**config.mk**
```make
export PLATFORM = sky130hd
export DESIGN_NAME = bpra_addr
export DESIGN_NICKNAME = d
export VERILOG_FILES = /design/src/hdl/bitmap_page_run_allocator_core_macros.svh /design/src/hdl/bpra_pkg.sv /design/src/hdl/bpra_addr.sv
export SDC_FILE = /design/constraint.sdc
export NUM_CORES = 1
export LEC_CHECK = 0
export BUFFER_PORTS_ARGS = -buffer_cell sky130_fd_sc_hd__buf_2
export CORE_UTILIZATION = 40
export DETAILED_ROUTE_END_ITERATION = 6
export GPL_TIMING_DRIVEN = 0
export HOLD_SLACK_MARGIN = 0.08
export PLACE_DENSITY = 0.79
export SETUP_SLACK_MARGIN = 0.3
export SYNTH_ARGS = -nofsm -noshare
export SYNTH_HDL_FRONTEND = slang
export SYNTH_SLANG_ARGS = --single-unit
```
**constraint.sdc**
```tcl
create_clock -name clock -period 2.6 [get_ports clock]
set_clock_uncertainty 0.05 [all_clocks]
set_input_delay 0.26 -clock clock [delete_from_list [all_inputs] [get_ports clock]]
set_output_delay 0.26 -clock clock [all_outputs]
set_load 0.05 [all_outputs]
```
**src/hdl/bitmap_page_run_allocator_core_macros.svh**
```systemverilog
// Assertion helpers for the allocator core.
`ifndef BITMAP_PAGE_RUN_ALLOCATOR_CORE_MACROS_SVH
`define BITMAP_PAGE_RUN_ALLOCATOR_CORE_MACROS_SVH

// The condition must never hold outside reset.
`define BPRA_ASSERT_NEVER(label, clk, rst, cond) \
   label: assert property (@(posedge clk) disable iff (rst) !(cond)) \
      else $error("bpra check failed");

// Whenever the antecedent holds, the consequent holds in the same cycle.
`define BPRA_ASSERT_IMPL(label, clk, rst, ante, cons) \
   label: assert property (@(posedge clk) disable iff (rst) (ante) |-> (cons)) \
      else $error("bpra check failed");

`endif

```
**src/hdl/bpra_pkg.sv**
```systemverilog
package bpra_pkg;

   localparam int ADDR_W = 32;
   localparam int COUNT_W = 7;
   localparam int POOL_CNT_W = 13;

   localparam logic [ADDR_W-1:0] HEAP_VBASE_RESET = 32'hC010_0000;
   localparam logic [ADDR_W-1:0] KERN_PBASE_RESET = 32'h0020_0000;

   typedef enum logic [1:0] {
      CSR_HEAP_VBASE = 2'd0,
      CSR_KERN_PBASE = 2'd1,
      CSR_POOL_COUNT = 2'd2
   } csr_index_type;

   typedef enum logic [1:0] {
      ST_MAPPED   = 2'd0,
      ST_NO_VIRT  = 2'd1,
      ST_NO_PHYS  = 2'd2,
      ST_TOO_BIG  = 2'd3
   } status_type;

endpackage

```
**src/hdl/bpra_addr.sv**
```systemverilog
module bpra_addr #(
   parameter int IDX_W = 12,
   parameter int PAGE_BYTES = 4096
) (
   input  logic                          clock,
   input  logic [IDX_W-1:0]              idx,
   input  logic [bpra_pkg::ADDR_W-1:0]   base,
   output logic [bpra_pkg::ADDR_W-1:0]   addr
);
   import bpra_pkg::*;

   logic [ADDR_W-1:0] prod_ff;
   logic [ADDR_W-1:0] prod_in;

   // Product is registered; the base is added on the following cycle.
   assign prod_in = ADDR_W'(ADDR_W'(idx) * ADDR_W'(PAGE_BYTES));

   always_ff @(posedge clock) begin
      prod_ff <= prod_in;
   end

   assign addr = base + prod_ff;
endmodule

```
# Yosys cells after proc, flatten, opt, wreduce, memory -nomap -nowiden
# Index checks and enable logic that the tools add are counted.
# totals
latch_bits	0
register_bits	12
out_inout_bits	32
memories	0
mem_bits_rw	0
romBits	0
# classes
mul	0
div	0
eq_ne	0
n_lt_le_gt_ge	0
bitwise_logic	0
addsub	1
mux	0
n_shift	0
reduce_logical	0
# op_table
op	count
$add A32 B24 Y32	1

# Longest topological paths before layout
# depth
ltp_word	1
depth_mapped	8
depth_no_buf	8

# Worst setup path after synthesis
# Ideal clock, no wire load.
# synth_timing
path_kind	flip-flop to output port
start	reg prod_ff[16]
end	out addr[25] in the netlist's numbering
path_slack_ns	-0.087
arrival_time_ns	2.377
path_stages_with_launch	8
path_cell_list	dfxtp_1 -> ha_1 -> nand2_1 -> nor3b_2 -> o211ai_2 -> a2111oi_4 -> o21ai_1 -> xnor2_1
# synth_via
elab_chain_len	1
# synth_rtl
item	line	text
start: declaration	bpra_addr.sv:12	logic [ADDR_W-1:0] prod_ff;
start signal: assignment	bpra_addr.sv:19	prod_ff <= prod_in;
$add A32 B24 Y32	bpra_addr.sv:22	assign addr = base + prod_ff;
end: declaration	bpra_addr.sv:8	output logic [bpra_pkg::ADDR_W-1:0] addr
# Every way passes these cells.

# Final worst setup path
# layout_timing
start	reg prod_ff[15]
end	out addr[25] in the netlist's numbering
# Same word-level chain as after synthesis.

==> flow_metrics.env <==
export IMPL_cts_sinks=12
export IMPL_numCtsBuffers=3
export IMPL_largest_reg_flops=12
export IMPL_wl_met2_um=2380
export IMPL_worstMarginPinSlew_ps=645
export IMPL_setup_viol=8
export IMPL_rsz0062_at_grt="true"
export IMPL_power_density_nw_per_um2=478
export IMPL_grt_usage_pct=27.7
export IMPL_crit_chain="ha_4, buf_4, nand3_1, nand2_1, o211ai_4, a2111oi_4, buf_6, o21ai_4, xnor2_2, buf_6"
export IMPL_overflow=0
export IMPL_wl_met3_um=364
export IMPL_setup_tns_final_ps=-429
export IMPL_area_growth_syn_to_layout_pct=95.1
export IMPL_final_util_pct=83.7
export IMPL_status="finished, violations left"
export IMPL_synth_top_area_cell="dfxtp_1"
export IMPL_core_area_um2=2520
export IMPL_largestRegisters="prod_ff x12"
export IMPL_ys_ff_latch=12
export IMPL_avgSynthCellArea_um2=8.59
export IMPL_worst_ep_arrival_time_ps=2370
export IMPL_wl_met1_um=1480
export IMPL_synth_seq_area_share_pct=22.2
export IMPL_wire_per_inst_um=17.8
export IMPL_die_area_um2=2920
export IMPL_cts_tree="yes"
export IMPL_clkTransAtPathRegs_ps=80
export IMPL_drv_slew=0
export IMPL_async_reset_ff_share_pct=0
export IMPL_cp_start_kind="flip-flop"
export IMPL_synth_flop_cell="dfxtp_1"
export IMPL_min_period_ps=2680
export IMPL_cp_required_ps=2290
export IMPL_grt_first_pass_wirelength_um=5770
export IMPL_relSlewSlack_pct=56.7
export IMPL_fin_ws_ps=-76.6
export IMPL_dpl_hpwl_um=2220
export IMPL_h_tree_depth=1
export IMPL_rows=18
export IMPL_postSynthCellCount=126
export IMPL_cp_slowest_stage_delay_ps=350
export IMPL_die_y_um=54.0
export IMPL_worstPathMaxFanout=5
export IMPL_maxCapViolCount=0
export IMPL_finalCritPeriodShare_pct=103
export IMPL_grt_pass1_vias=1414
export IMPL_p_leak_uw=0.000947
export IMPL_grt_max_degree=11
export IMPL_num_vias=1407
export IMPL_yosys_warnings=0
export IMPL_place_port_buffers=64
export IMPL_crit_slowest_cell="a2111oi_4"
export IMPL_drc_errors=0
export IMPL_synth_edf_count=0
export IMPL_antenna_found_initial=0
export IMPL_drtPass1Iterations=4
export IMPL_place_congestion=0.671
export IMPL_finalWirelength_um=4410
export IMPL_syn_area_um2=1080
export IMPL_synth_top_cells_by_count="buf_4, dfxtp_1, ha_1, xnor2_1"
export IMPL_io_pins=77
export IMPL_top_register="prod_ff"
export IMPL_violations="setup timing"
export IMPL_drt_initial_drc_count=18
export IMPL_num_nets_final=278
export IMPL_fillCellCount=137
export IMPL_crit_top_cell="buf_6"
export IMPL_drive_above_1_share_pct=61.9
export IMPL_root_buffer="clkbuf_4"
export IMPL_synth_nets=184
export IMPL_top_layer_used="met4"
export IMPL_endpoint_kind="output port"
export IMPL_viasPerCell=5.67
export IMPL_initial_core_util_pct=42.9
export IMPL_synth_top_area_share_pct=22.2
export IMPL_die_w_um=54.0
export IMPL_drtAntennaViolNets=0
export IMPL_synth_top_cells_by_area="dfxtp_1, ha_1, buf_4"
export IMPL_ys_types=32
export IMPL_antenna_diode_count=0
export IMPL_crit_type="flip-flop to output port"
export IMPL_ir_drop_mv=0.404
export IMPL_hp_class="primary input to flip-flop"
export IMPL_fmax_mhz=374
export IMPL_cts_path_max_buffers=2
export IMPL_hold_viol=0
export IMPL_holdPathStages=2
-- timing repair --
| action | in CTS | in global routing |
|---|---|---|
| endpoints found under the hold margin | 12 | 0 |
| gates resized for setup | 56 | 17 |
| hold buffers | 12 | 0 |
| pin swaps | 15 | 9 |
| setup endpoints to repair | 14 | 15 |
| buffers inserted | 8 | 5 |
-- through the flow --
stage	hold WS (ps)	power (µW)	setup WS, ps	instance area (µm²)	instances
finish	564	1010	-76.6	2110	248
detailed placement	314	713	-51.3	1540	220
global placement	312	704	9.74	1540	220
floorplan	238	605	144	1180	126
CTS	568	935	-12.0	1980	243
global route	567	1050	-142	2110	248
-- cells in the final DEF, fill, tap and decap left out, types with 3 or more instances in the layout --
cell type / n
dfxtp_1: 8
nor2_1: 3
nand3_1: 3
clkbuf_4: 3
xnor2_2: 4
inv_1: 3
o21ai_4: 4
buf_2: 49
nand4_1: 6
ha_1: 5
a21oi_4: 3
buf_4: 27
xnor2_1: 4
a21oi_1: 4
ha_4: 7
and3_1: 5
buf_6: 13
dfxtp_2: 4
nand2_1: 8
or4_1: 4
nor3_1: 3
dlygate4sd3_1: 12
a21oi_2: 3
-- cells by family after synthesis --
group / after synthesis / share of synthesized area (%)
AOI/OAI and AO/OA: 31 / 20.1
xor gates and xnor gates: 14 / 11.3
adders and majority gates: 13 / 15.7
buffers and inverters: 15 / 9.36
DFF: 12 / 22.2
and+or+nand+nor: 41 / 21.3
-- final timing paths --
check / startpoint / end
max: prod_ff[15]$_DFF_P_ / addr[25]
min: idx[11] / prod_ff[23]$_DFF_P_
-- metal layers --
metal,global-route usage [%],vias to the layer above
li1,-,643
met1,23.7,643
met2,58.4,98
met3,4.52,23
met4,14.5,0
met5,0,-
-- critical path, delay by kind of cell, from the launching register on --
kind,cells,cell delay [ps]
AOI/OAI and AO/OA,3,550
xor gates and xnor gates,1,170
adders and majority gates,1,290
buffers and inverters,3,490
DFF,1,330
and+or+nand+nor,2,250
-- area by class of cell --
type,count,area [µm²],share of cell area [%]
multi-input combinational,99,1080,51.2
timing repair buffer,89,624,29.6
sequential,12,245,11.6
buffer,12,90.1,4.27
tap,30,37.5,1.78
clock buffer,3,22.5,1.07
inverter,3,11.3,0.533
-- where the power goes --
group | switching (µW) | internal, µW
registers | 6.94 | 194
logic | 430 | 260
clock network | 65.2 | 53.6
total | 502 | 508
(Power assumes the default switching activity.)
